--- src/rtl/id3fp_pkg.sv ---
`default_nettype none
// ----------------------------------------------------------------------------
// ID3v2 frame parser package
// Shared widths, result kinds, the result record and the frame slot lookup.
// ----------------------------------------------------------------------------
package id3fp_pkg;

  // Width of the tag length and of every count derived from it.
  localparam int LENGTH_BITS = 28;
  localparam int SIZE_W      = 28;

  typedef enum logic [1:0] {
    KIND_PAYLOAD = 2'd0,
    KIND_EMPTY   = 2'd1,
    KIND_END     = 2'd2,
    KIND_ERROR   = 2'd3
  } kind_t;

  typedef struct packed {
    logic              valid;
    kind_t             kind;
    logic [2:0]        slot;
    logic [7:0]        data;
    logic [SIZE_W-1:0] size;
    logic              last;
  } result_t;

  typedef struct packed {
    logic       known;
    logic [2:0] slot;
  } slot_t;

  localparam logic [31:0] IDS_V3 [8] = '{
    32'h41504943, 32'h434F4D4D, 32'h54414C42, 32'h54495432,
    32'h54504531, 32'h54594552, 32'h5452434B, 32'h55534C54
  };

  localparam logic [31:0] ID_TT2 = 32'h00545432;
  localparam logic [31:0] ID_TP1 = 32'h00545031;
  localparam logic [31:0] ID_TAL = 32'h0054414C;
  localparam logic [31:0] ID_COM = 32'h00434F4D;

  localparam logic [2:0] SLOT_COMM = 3'd1;
  localparam logic [2:0] SLOT_TALB = 3'd2;
  localparam logic [2:0] SLOT_TIT2 = 3'd3;
  localparam logic [2:0] SLOT_TPE1 = 3'd4;

  // Version 2 frames use three-character IDs that map onto the long slots.
  function automatic slot_t find_slot(logic is_v2, logic [31:0] id);
    slot_t r;
    r = '0;
    if (is_v2) begin
      if (id == ID_TT2) r = '{known: 1'b1, slot: SLOT_TIT2};
      else if (id == ID_TP1) r = '{known: 1'b1, slot: SLOT_TPE1};
      else if (id == ID_TAL) r = '{known: 1'b1, slot: SLOT_TALB};
      else if (id == ID_COM) r = '{known: 1'b1, slot: SLOT_COMM};
    end else begin
      for (int i = 7; i >= 0; i--) begin
        if (IDS_V3[i] == id) r = '{known: 1'b1, slot: 3'(i)};
      end
    end
    return r;
  endfunction

endpackage
`default_nettype wire

--- src/rtl/id3v2_frame_parser.sv ---
`default_nettype none
// ----------------------------------------------------------------------------
// ID3v2 frame parser
// Walks an ID3v2 tag one byte per beat; emits the payload bytes of the known
// text and picture frames with their slot, plus empty frames, end and errors.
// ----------------------------------------------------------------------------
//  channel  handshake             payload
//  input    in_valid / in_ready   data_byte, tag_start
//  output   out_valid / out_ready out_kind, slot, payload_byte, frame_size,
//                                 last_in_frame
//
// One byte per clock while results are taken. A beat is first held in the
// input register, then the parse step updates the state and loads the output
// register, so every result passes through both registers on its way out.
// Reset returns the parser to idle; bytes before a tag_start beat are dropped.
// While the output stalls, bytes that yield no result keep flowing; a byte
// that yields one waits in the input register and holds off the input.
// ----------------------------------------------------------------------------
module id3v2_frame_parser (
  input  wire logic        clk,
  input  wire logic        rst,
  input  wire logic        in_valid,
  output logic             in_ready,
  input  wire logic [7:0]  data_byte,
  input  wire logic        tag_start,
  output logic             out_valid,
  input  wire logic        out_ready,
  output logic [1:0]       out_kind,
  output logic [2:0]       slot,
  output logic [7:0]       payload_byte,
  output logic [27:0]      frame_size,
  output logic             last_in_frame
);
  import id3fp_pkg::*;

  logic       in_q_valid;
  logic [7:0] in_q_byte;
  logic       in_q_start;
  logic       fire;
  result_t    res;
  result_t    out_q;

  // A step that yields no result may go ahead even while the output stalls.
  assign fire     = in_q_valid && (!out_valid || out_ready || !res.valid);
  assign in_ready = !in_q_valid || fire;

  id3fp_core u_core (
    .clk       (clk),
    .rst       (rst),
    .fire      (fire),
    .data_byte (in_q_byte),
    .tag_start (in_q_start),
    .res       (res)
  );

  always_ff @(posedge clk) begin
    if (rst) begin
      in_q_valid <= 1'b0;
      out_valid  <= 1'b0;
    end else begin
      if (in_ready) in_q_valid <= in_valid;
      if (fire && res.valid) out_valid <= 1'b1;
      else if (out_ready) out_valid <= 1'b0;
    end
    if (in_ready && in_valid) begin
      in_q_byte  <= data_byte;
      in_q_start <= tag_start;
    end
    if (fire && res.valid) out_q <= res;
  end

  assign out_kind      = out_q.kind;
  assign slot          = out_q.slot;
  assign payload_byte  = out_q.data;
  assign frame_size    = out_q.size;
  assign last_in_frame = out_q.last;

endmodule
`default_nettype wire

--- src/rtl/id3fp_core.sv ---
`default_nettype none
// ----------------------------------------------------------------------------
// ID3v2 frame parser core
// Holds the parse state and advances it by one byte per fire, producing at
// most one result record for that byte.
// ----------------------------------------------------------------------------
module id3fp_core (
  input  wire logic              clk,
  input  wire logic              rst,
  input  wire logic              fire,
  input  wire logic [7:0]        data_byte,
  input  wire logic              tag_start,
  output id3fp_pkg::result_t     res
);
  import id3fp_pkg::*;

  typedef enum logic [2:0] {
    PH_IDLE, PH_TAGHDR, PH_FRAMEHDR, PH_PAYLOAD, PH_SKIP
  } phase_t;

  localparam logic [1:0] VER_NONE = 2'd0;
  localparam logic [1:0] VER_2    = 2'd2;
  localparam logic [1:0] VER_3    = 2'd3;

  localparam logic [3:0] TAG_HDR_LAST  = 4'd9;
  localparam logic [3:0] TAG_VER_BYTE  = 4'd3;
  localparam logic [3:0] TAG_ID_BYTES  = 4'd3;
  localparam logic [3:0] TAG_LEN_FIRST = 4'd6;
  localparam logic [3:0] V2_HDR_LAST   = 4'd5;
  localparam logic [3:0] V3_HDR_LAST   = 4'd9;
  localparam logic [3:0] V2_ID_BYTES   = 4'd3;
  localparam logic [3:0] V3_ID_BYTES   = 4'd4;

  localparam logic [23:0]            TAG_MAGIC = 24'h494433;
  localparam logic [LENGTH_BITS-1:0] LEN_MAX   = '1;
  localparam logic [LENGTH_BITS-1:0] LEN_ONE   = LENGTH_BITS'(1);

  phase_t                 phase, phase_next;
  logic [1:0]             tag_version, tag_version_next;
  logic [3:0]             header_count, header_count_next;
  logic [31:0]            frame_id, frame_id_next;
  logic [31:0]            size_accum, size_accum_next;
  logic [LENGTH_BITS-1:0] payload_left, payload_left_next;
  // Bytes left in the tag, counted down instead of an offset against a length.
  logic [LENGTH_BITS-1:0] tag_left, tag_left_next;
  logic [LENGTH_BITS-1:0] frame_room, frame_room_next;
  slot_t                  current_slot, current_slot_next;

  // The step is worked out for whatever sits in the input register; the
  // state only takes it when the byte fires.
  always_comb begin
    phase_t                 c_ph;
    logic [1:0]             c_ver;
    logic [3:0]             c_hc;
    logic [31:0]            c_fid;
    logic [31:0]            c_acc;
    logic [LENGTH_BITS-1:0] c_pl;
    logic [LENGTH_BITS-1:0] c_left;
    logic [27:0]            len28;
    logic                   v2;
    logic [3:0]             hlast;
    logic [3:0]             idlen;
    logic [31:0]            fid_w;
    logic [31:0]            acc_w;
    logic [LENGTH_BITS-1:0] fs;
    logic [LENGTH_BITS-1:0] pl_dec;
    slot_t                  lk;

    phase_next        = phase;
    tag_version_next  = tag_version;
    header_count_next = header_count;
    frame_id_next     = frame_id;
    size_accum_next   = size_accum;
    payload_left_next = payload_left;
    tag_left_next     = tag_left;
    frame_room_next   = frame_room;
    current_slot_next = current_slot;
    res               = '0;

    // A start byte wipes the old tag before the byte itself is parsed.
    c_ph   = tag_start ? PH_TAGHDR : phase;
    c_ver  = tag_start ? VER_NONE : tag_version;
    c_hc   = tag_start ? 4'd0 : header_count;
    c_fid  = tag_start ? 32'd0 : frame_id;
    c_acc  = tag_start ? 32'd0 : size_accum;
    c_pl   = tag_start ? '0 : payload_left;
    c_left = tag_start ? '0 : tag_left;

    len28  = {c_acc[20:0], data_byte[6:0]};
    v2     = (c_ver == VER_2);
    hlast  = v2 ? V2_HDR_LAST : V3_HDR_LAST;
    idlen  = v2 ? V2_ID_BYTES : V3_ID_BYTES;
    fid_w  = (c_hc == 4'd0) ? {24'd0, data_byte} :
             (c_hc < idlen) ? {c_fid[23:0], data_byte} : c_fid;
    acc_w  = (c_hc == idlen) ? {24'd0, data_byte} :
             ((c_hc > idlen) && (c_hc < (idlen << 1))) ? {c_acc[23:0], data_byte} : c_acc;
    fs     = (acc_w > 32'(frame_room)) ? frame_room : acc_w[LENGTH_BITS-1:0];
    lk     = find_slot(v2, fid_w);
    pl_dec = c_pl - LEN_ONE;

    if (tag_start) begin
      phase_next        = PH_TAGHDR;
      tag_version_next  = VER_NONE;
      header_count_next = 4'd0;
      frame_id_next     = 32'd0;
      size_accum_next   = 32'd0;
      payload_left_next = '0;
      tag_left_next     = '0;
      current_slot_next = '0;
    end
    unique case (c_ph)
      PH_IDLE: begin
      end
      PH_TAGHDR: begin
        if (c_hc < TAG_ID_BYTES) begin
          frame_id_next = {8'd0, c_fid[15:0], data_byte};
        end else if (c_hc == TAG_VER_BYTE) begin
          tag_version_next = (data_byte == 8'd2) ? VER_2 :
                             ((data_byte == 8'd3) || (data_byte == 8'd4)) ? VER_3 : VER_NONE;
        end else if (c_hc >= TAG_LEN_FIRST) begin
          size_accum_next = {4'd0, len28};
        end
        if (c_hc < TAG_HDR_LAST) begin
          header_count_next = c_hc + 4'd1;
        end else begin
          header_count_next = 4'd0;
          frame_id_next     = 32'd0;
          size_accum_next   = 32'd0;
          if ((c_fid[23:0] != TAG_MAGIC) || (c_ver == VER_NONE)) begin
            phase_next = PH_IDLE;
            res.valid  = 1'b1;
            res.kind   = KIND_ERROR;
          end else begin
            phase_next    = PH_FRAMEHDR;
            tag_left_next = (len28 > 28'(LEN_MAX)) ? LEN_MAX : len28[LENGTH_BITS-1:0];
          end
        end
      end
      PH_FRAMEHDR, PH_PAYLOAD, PH_SKIP: begin
        if ((c_left == '0) ||
            ((c_ph == PH_FRAMEHDR) && (c_hc == 4'd0) && (data_byte == 8'd0))) begin
          phase_next        = PH_IDLE;
          header_count_next = 4'd0;
          res.valid         = 1'b1;
          res.kind          = KIND_END;
        end else if (c_ph == PH_FRAMEHDR) begin
          frame_id_next   = fid_w;
          size_accum_next = acc_w;
          tag_left_next   = c_left - LEN_ONE;
          if (c_hc == 4'd0) frame_room_next = c_left;
          if (c_hc < hlast) begin
            header_count_next = c_hc + 4'd1;
          end else begin
            header_count_next = 4'd0;
            current_slot_next = lk;
            size_accum_next   = 32'(fs);
            if (fs == '0) begin
              if (lk.known) begin
                res.valid = 1'b1;
                res.kind  = KIND_EMPTY;
                res.slot  = lk.slot;
              end
            end else begin
              payload_left_next = fs;
              phase_next        = lk.known ? PH_PAYLOAD : PH_SKIP;
            end
          end
        end else begin
          payload_left_next = pl_dec;
          tag_left_next     = c_left - LEN_ONE;
          if (pl_dec == '0) begin
            phase_next        = PH_FRAMEHDR;
            header_count_next = 4'd0;
          end
          if (c_ph == PH_PAYLOAD) begin
            res.valid = 1'b1;
            res.kind  = KIND_PAYLOAD;
            res.slot  = current_slot.slot;
            res.data  = data_byte;
            res.size  = SIZE_W'(c_acc[LENGTH_BITS-1:0]);
            res.last  = (c_pl <= LEN_ONE) || (c_left == LEN_ONE);
          end
        end
      end
      default: begin
        phase_next = PH_IDLE;
      end
    endcase
  end

  always_ff @(posedge clk) begin
    if (rst) begin
      phase        <= PH_IDLE;
      header_count <= 4'd0;
      tag_version  <= VER_NONE;
    end else if (fire) begin
      phase        <= phase_next;
      header_count <= header_count_next;
      tag_version  <= tag_version_next;
    end
    if (fire) begin
      frame_id     <= frame_id_next;
      size_accum   <= size_accum_next;
      payload_left <= payload_left_next;
      tag_left     <= tag_left_next;
      frame_room   <= frame_room_next;
      current_slot <= current_slot_next;
    end
  end

  // While a frame body is walked there is always at least one byte still owed.
  a_body_nonzero: assert property (@(posedge clk) disable iff (rst)
    ((phase == PH_PAYLOAD) || (phase == PH_SKIP)) |-> (payload_left != '0))
    else $error("frame body phase with no bytes left");

  a_idle_count: assert property (@(posedge clk) disable iff (rst)
    (phase == PH_IDLE) |-> (header_count == 4'd0))
    else $error("header count not cleared while idle");

  a_tag_count: assert property (@(posedge clk) disable iff (rst)
    (phase == PH_TAGHDR) |-> (header_count <= TAG_HDR_LAST))
    else $error("tag header count past its last byte");

  a_v2_count: assert property (@(posedge clk) disable iff (rst)
    ((phase == PH_FRAMEHDR) && (tag_version == VER_2)) |-> (header_count <= V2_HDR_LAST))
    else $error("version 2 frame header count past its last byte");

  a_end_idle: assert property (@(posedge clk) disable iff (rst)
    (fire && res.valid && ((res.kind == KIND_END) || (res.kind == KIND_ERROR)))
      |=> (phase == PH_IDLE))
    else $error("tag end or header error did not return to idle");

endmodule
`default_nettype wire

--- config.mk ---
export PLATFORM = sky130hd
export DESIGN_NAME = id3v2_frame_parser
export DESIGN_NICKNAME = d
export VERILOG_FILES = /design/src/rtl/id3fp_pkg.sv /design/src/rtl/id3v2_frame_parser.sv /design/src/rtl/id3fp_core.sv
export SDC_FILE = /design/constraint.sdc
export NUM_CORES = 1
export LEC_CHECK = 0
export ABC_AREA = 1
export BUFFER_PORTS_ARGS = -buffer_cell sky130_fd_sc_hd__buf_2
export CELL_PAD_IN_SITES_DETAIL_PLACEMENT = 0
export CELL_PAD_IN_SITES_GLOBAL_PLACEMENT = 1
export CORE_UTILIZATION = 40
export DETAILED_ROUTE_END_ITERATION = 16
export PLACE_DENSITY_LB_ADDON = 0.1
export SYNTH_ARGS = -nofsm -noshare
export SYNTH_HDL_FRONTEND = slang
export SYNTH_SLANG_ARGS = --single-unit
export TNS_END_PERCENT = 30
--- constraint.sdc ---
create_clock -name clk -period 7.2 [get_ports clk]
set_clock_uncertainty 0.1 [all_clocks]
set_input_delay 0.72 -clock clk [delete_from_list [all_inputs] [get_ports clk]]
set_output_delay 0.72 -clock clk [all_outputs]
set_load 0.05 [all_outputs]
Word-level counts from Yosys, hierarchy flattened
Index checks and enable logic that the tools add are counted.
{ "word_totals": {"register_bits": 214, "output_inout_bits": 44, "wordCells": 173} }
{ "classes": {"n_lt_le_gt_ge": 10, "add_sub_neg": 3, "n_mux": 86, "n_eq_ne": 24, "n_reduce_logical": 28, "bitwise": 3} }
{ "ops": {"columns": ["cell", "count"], "rows": [
  ["2-to-1 mux 32 bit", 17],
  ["2-to-1 mux 28 bit", 12],
  ["equality test 31 x 32 -> 1 bit (first input constant)", 8],
  ["equality test 32 x 23 -> 1 bit (second input constant)", 4],
  ["one-hot mux 32 bit (2 select lines)", 2],
  ["2-to-1 mux 4 bit", 25],
  ["zero test 28 bit", 3],
  ["one-hot mux 28 bit (2 select lines)", 1],
  ["subtractor 28 x 1 -> 28 bit (second input constant)", 2],
  ["2-to-1 mux 43 bit", 1],
  ["2-to-1 mux 3 bit", 12],
  ["> comparator 32 x 28 -> 1 bit", 1],
  ["equality test 28 x 1 -> 1 bit (second input constant)", 1],
  ["> comparator 28 bit (second input constant)", 1],
  ["less-or-equal comparator 28 x 1 -> 1 bit (second input constant)", 1],
  ["2-to-1 mux 6 bit", 4],
  ["inequality test 24 x 23 -> 1 bit (second input constant)", 1],
  ["equality test 8 x 2 -> 1 bit (second input constant)", 2],
  ["2-to-1 mux 2 bit", 7],
  ["< comparator 4 bit", 3],
  ["one-hot mux 3 bit (3 select lines)", 1],
  ["equality test 8 x 3 -> 1 bit (second input constant)", 1],
  ["zero test 8 bit", 1],
  ["one-hot mux 4 bit (2 select lines)", 1],
  ["25 further kinds", 42]
]} }

Depth between registers and ports, before layout
{ "depth": {"ltp_word": 27, "depth_mapped": 42} }

Cells and area by module
Synthesis repeated with hierarchy kept, for this count alone.
{ "hier_totals": {"cells_unflattened": 2019, "area_unflattened_um2": 15339.7} }
{ "by_module_without_submodules": {"columns": ["module", "n_inst", "area_each_um2", "cells_each"], "rows": [
  ["id3fp_core", 1, 13686.9, 1949],
  ["id3v2_frame_parser", 1, 1652.8, 70]
]} }

Worst setup path before layout
OpenSTA, ideal clock, no wires.
{ "synth_path": {"path_kind": "reg-to-reg", "startpoint": "register in_q_start", "endpoint": "register u_core.frame_room[0] (enable)", "required_ps": 6652, "setup_time_ps": 448, "setup_slack_ps": 679, "n_path_buf": 2, "arrival_time_ps": 5973, "path_stages_with_launch": 36, "cell_sequence": "edfxtp_1 -> inv_2 -> nand2_1 -> inv_2 -> ha_1 -> nor2_4 -> nand3_4 -> nand3_4 -> nand2_1 -> inv_2 -> clkbuf_1 -> nand2_1 -> o21ai_0 -> inv_1 -> ha_1 -> a21oi_1 -> o21a_1 -> nand2_1 -> nand2_1 -> nand3_1 -> nand2_1 -> nand2_1 -> nand2_1 -> nand3_2 -> buf_2 -> o21ai_1 -> nor2_1 -> nand2_1 -> nor2_2 -> nand4_1 -> nand2_1 -> nand2_1 -> nand2_2 -> nand2_1 -> nand2_2 -> nor3_1"} }
{ "synth_between": {"elab_chain_cells": 26, "elab_cells_between_ends": 75} }
{ "synth_lines": {"columns": ["element", "line", "source"], "rows": [
  ["start, declared", "id3v2_frame_parser.sv:38", "logic in_q_start;"],
  ["start signal, assigned", "id3v2_frame_parser.sv:67", "in_q_start <= tag_start;"],
  ["2-to-1 mux 2 bit", "id3fp_core.sv:82", "c_ver = tag_start ? VER_NONE : tag_version;"],
  ["equality test 2 bit", "id3fp_core.sv:90", "v2 = (c_ver == VER_2);"],
  ["2-to-1 mux 3 bit", "id3fp_core.sv:92", "idlen = v2 ? V2_ID_BYTES : V3_ID_BYTES;"],
  ["< comparator 4 bit", "id3fp_core.sv:94", "(c_hc < idlen) ? {c_fid[23:0], data_byte} : c_fid;"],
  ["2-to-1 mux 32 bit", "id3fp_core.sv:94", null],
  ["2-to-1 mux 32 bit", "id3fp_core.sv:93", "fid_w = (c_hc == 4'd0) ? {24'd0, data_byte} :"],
  ["equality test 31 x 32 -> 1 bit", "id3fp_pkg.sv:59", "if (IDS_V3[i] == id) r = '{known: 1'b1, slot: 3'(i)};"],
  ["2-to-1 mux 4 bit (8 in a row)", "id3fp_pkg.sv:59", null],
  ["[3 not listed]", null, null],
  ["2-to-1 mux 6 bit", "id3fp_core.sv:151", "if (c_hc < hlast) begin"],
  ["2-to-1 mux 6 bit", "id3fp_core.sv:146", "end else if (c_ph == PH_FRAMEHDR) begin"],
  ["2-to-1 mux 3 bit", "id3fp_core.sv:140", "if ((c_left == '0) ||"],
  ["one-hot mux 3 bit (2 select lines)", "id3fp_core.sv:111", "unique case (c_ph)"],
  ["zero test 1 bit", "id3v2_frame_parser.sv:44", "assign fire = in_q_valid && (!out_valid || out_ready || !res.valid);"],
  ["logical OR 1 bit", "id3v2_frame_parser.sv:44", null],
  ["logical AND 1 bit", "id3v2_frame_parser.sv:44", null],
  ["AND reduction 5 bit (no source line) (*)", null, null],
  ["end signal, assigned", "id3fp_core.sv:206", "frame_room <= frame_room_next;"],
  ["end, declared", "id3fp_core.sv:46", "logic [LENGTH_BITS-1:0] frame_room, frame_room_next;"]
]} }
Every way passes the cells marked *; elsewhere a longest branch is shown, timed or not.
A chain may end at the register's enable or synchronous reset.

Worst setup path after layout
{ "layout_path": {"startpoint": "register in_q_start", "endpoint": "output in_ready"} }
{ "layout_between": {"elab_chain_cells": 26, "elab_cells_between_ends": 74} }
{ "layout_lines": {"columns": ["element", "line", "source"], "rows": [
  ["2-to-1 mux 2 bit", "id3fp_core.sv:82", null],
  ["equality test 2 bit", "id3fp_core.sv:90", null],
  ["2-to-1 mux 3 bit", "id3fp_core.sv:92", null],
  ["< comparator 4 bit", "id3fp_core.sv:94", null],
  ["2-to-1 mux 32 bit", "id3fp_core.sv:94", null],
  ["2-to-1 mux 32 bit", "id3fp_core.sv:93", null],
  ["equality test 31 x 32 -> 1 bit", "id3fp_pkg.sv:59", null],
  ["2-to-1 mux 4 bit (8 in a row)", "id3fp_pkg.sv:59", null],
  ["[3 not listed]", null, null],
  ["2-to-1 mux 6 bit", "id3fp_core.sv:151", null],
  ["2-to-1 mux 6 bit", "id3fp_core.sv:146", null],
  ["2-to-1 mux 3 bit", "id3fp_core.sv:140", null],
  ["one-hot mux 3 bit (2 select lines) (*)", "id3fp_core.sv:111", null],
  ["zero test 1 bit (*)", "id3v2_frame_parser.sv:44", null],
  ["logical OR 1 bit (*)", "id3v2_frame_parser.sv:44", null],
  ["logical AND 1 bit (*)", "id3v2_frame_parser.sv:44", null],
  ["logical OR 1 bit (*)", "id3v2_frame_parser.sv:45", "assign in_ready = !in_q_valid || fire;"],
  ["end, declared", "id3v2_frame_parser.sv:23", "output logic in_ready,"]
]} }
Marked as above.

==> impl_metrics.env <==
export IMPL_fp_dieArea_um2=40200
export IMPL_syn_instance_count=2157
export IMPL_async_flop_share_pct=0
export IMPL_hold_violations=0
export IMPL_gp_congestion=0.953
export IMPL_critPathMaxFanout=28
export IMPL_syn_nets=2208
export IMPL_netlist_area_um2=15700
export IMPL_io_buffer_count=56
export IMPL_setup_viol=0
export IMPL_insertion_delay_ps=570
export IMPL_period_share_pct=95.0
export IMPL_reg2reg_slack_ps=670
export IMPL_mostFrequentLayoutCell="nand2_1"
export IMPL_grt_max_degree=135
export IMPL_drt_iter0_drc=1604
export IMPL_cellPowerDensity_nw_per_um2=193
export IMPL_drv_cap=0
export IMPL_n_antenna_cell=0
export IMPL_slew_headroom_pct=30.0
export IMPL_outcome="finished, final reports clean"
export IMPL_synth_seq_cells=213
export IMPL_crit_family="simple AND/OR/NAND/NOR gates"
export IMPL_cp_common_cell="nand2_1"
export IMPL_clock_fmax_mhz=146
export IMPL_fin_cells=2720
export IMPL_ctsLongestPathBuffers=3
export IMPL_ys_flop_type="edfxtp_1"
export IMPL_crit_buf_inv=3
export IMPL_min_period_ps=6840
export IMPL_synth_edf_count=202
export IMPL_cpPeakStageDelay_ps=450
export IMPL_grtUsageTotal_pct=30.1
export IMPL_hpwl_mm=43.2
export IMPL_routed_wl_mm=62.4
export IMPL_synthTopCellsByArea="edfxtp_1, nand2_1, inv_1"
export IMPL_clock_sinks=213
export IMPL_finalSetupTns_ps=0
export IMPL_arrival_ps=6020
export IMPL_io_pins=57
export IMPL_clock_root_buffer="clkbuf_16"
export IMPL_drive_above_1_share_pct=8.49
export IMPL_via_count=15900
export IMPL_end_kind="output pin"
export IMPL_rows=72
export IMPL_hp_class="in -> reg"
export IMPL_ant_nets=0
export IMPL_synth_warnings=0
export IMPL_cts_made_buffers=27
export IMPL_die_x_um=200
export IMPL_slew_viol_final=0
export IMPL_rsz0062_at_grt="no"
export IMPL_grt_ovfl_total=0
export IMPL_nNetsFinal=2232
export IMPL_avgSynthCellArea_um2=7.30
export IMPL_coreArea_um2=38700
export IMPL_grt_pass1_wl_mm=93.3
export IMPL_peakVddDrop_v=0.000170
export IMPL_drtPass1Iterations=6
export IMPL_ys_types=55
export IMPL_grt_pass1_vias=14700
export IMPL_synth_seq_area_share_pct=39.9
export IMPL_mostFrequentLayoutCells="nand2_1, inv_1, nor2_1"
export IMPL_num_fill_cells=4033
export IMPL_wl_per_cell_um=22.9
export IMPL_area_growth_pct=11.2
export IMPL_viasPerCell=5.83
export IMPL_cts_tree="built"
export IMPL_tightestPinTransition_ps=1050
export IMPL_start_kind="flop"
export IMPL_yosysTopAreaCellShare_pct=38.5
export IMPL_dp_cells=2659
export IMPL_antenna_found_initial=2
export IMPL_finalPower_mw=3.38
export IMPL_timing_worst_setup_path_type="reg -> out"
export IMPL_crit_required_ps=6380
export IMPL_die_h_um=200
export IMPL_clk_pin_slew_ps=60
export IMPL_cts_hold_buf=0
export IMPL_start_util_pct=40.7
export IMPL_htree_levels=1
export IMPL_p_leak_nw=7.36
export IMPL_critPathSlowestCell="edfxtp_1"
export IMPL_drcViolationCount=0
export IMPL_synth_largest_area_cell="edfxtp_1"
==> flip-flops by register name (all words and copies together), names as in the netlist, 3 cells and up <==
| name | cells |
|---|---|
| u_core.size_accum | 32 |
| u_core.current_slot | 3 |
| u_core.payload_left | 28 |
| u_core.phase | 3 |
| in_q_byte | 8 |
| payload_byte | 8 |
| u_core.tag_left | 28 |
| slot | 3 |
| u_core.header_count | 4 |
| u_core.frame_id | 32 |
| u_core.frame_room | 28 |
| frame_size | 28 |
==> cells by family after synthesis <==
| group | synth area share, % |
|---|---|
| AND/OR/NAND/NOR | 27.7 |
| AO/OA/AOI/OAI | 17.9 |
| buffers and inverters | 9.95 |
| flip-flops | 39.9 |
| adder cells (fa/ha/maj) | 3.02 |
| XOR/XNOR | 1.50 |
| multiplexers | 0.0636 |
==> final cells by class <==
cell class                      instances  area, µm²  area share, %
Multi-Input combinational cell       1553       7990           45.6
Sequential cell                       213       6290           35.9
Inverter                              293       1100           6.31
Clock buffer                           35        746           4.26
Tap cell                              518        648           3.70
Timing Repair Buffer                   93        616           3.51
Clock inverter                         15        126          0.721
==> synthesized netlist by cell type, types with 6 or more instances <==
cell type	count
o221ai_1	77
nor3_1	23
o22ai_1	26
xor2_1	27
edfxtp_1	202
nor4_1	19
ha_1	38
o21ai_0	156
inv_1	284
buf_2	28
a21oi_1	126
nand3_1	99
inv_2	8
nand4_1	74
nand2_1	518
dfxtp_1	11
clkbuf_1	58
nand2_2	7
nor2_1	237
o21ai_1	57
buf_4	7
buf_1	6
==> metrics by stage <==
| stage | area [µm²] | utilization [%] | hold WS (ps) | worst slack, ps |
|---|---|---|---|---|
| 6_report | 17500 | 45.2 | 224 | 361 |
| 5_1_grt | 17500 | 45.2 | 220 | 48.1 |
| 4_1_cts | 17400 | 44.8 | 207 | 17.4 |
| 3_5_place_dp | 16500 | 42.6 | 378 | 432 |
| 3_3_place_gp | 16500 | 42.6 | 373 | 519 |
| 2_1_floorplan | 15700 | - | 348 | 679 |
==> layer usage <==
| layer | wire length [µm] | vias to the layer above | track usage (%) |
|---|---|---|---|
| li1 | - | 7504 | - |
| met1 | 28400 | 7580 | 43.9 |
| met2 | 27400 | 669 | 46.4 |
| met3 | 5040 | 105 | 4.53 |
| met4 | 1520 | 2 | 7.47 |
| met5 | 13 | - | 0 |
==> power by group <==
group,switching [mW],total (mW),internal (mW),leakage [nW]
registers,0.0196,1.42,1.40,1.91
logic,0.441,0.598,0.157,5.02
clock network,0.569,1.37,0.797,0.433
==> what timing repair did <==
action,4_1_cts,5_1_grt
buffers inserted,0,7
gates resized for setup,0,8
setup endpoints to repair,0,25
==> final timing paths <==
kind	end	cells after the start	startpoint
worst max-delay path	in_ready	27	in_q_start$_DFFE_PP_
worst min-delay path	in_q_byte[5]$_DFFE_PP_	1	data_byte[5]
worst max register to register	u_core.payload_left[1]$_DFFE_PN_	27	in_q_start$_DFFE_PP_
worst min register to register	u_core.phase[2]$_SDFFE_PP0N_	2	u_core.phase[2]$_SDFFE_PP0N_
No activity file was read; power rests on OpenSTA's default activity.
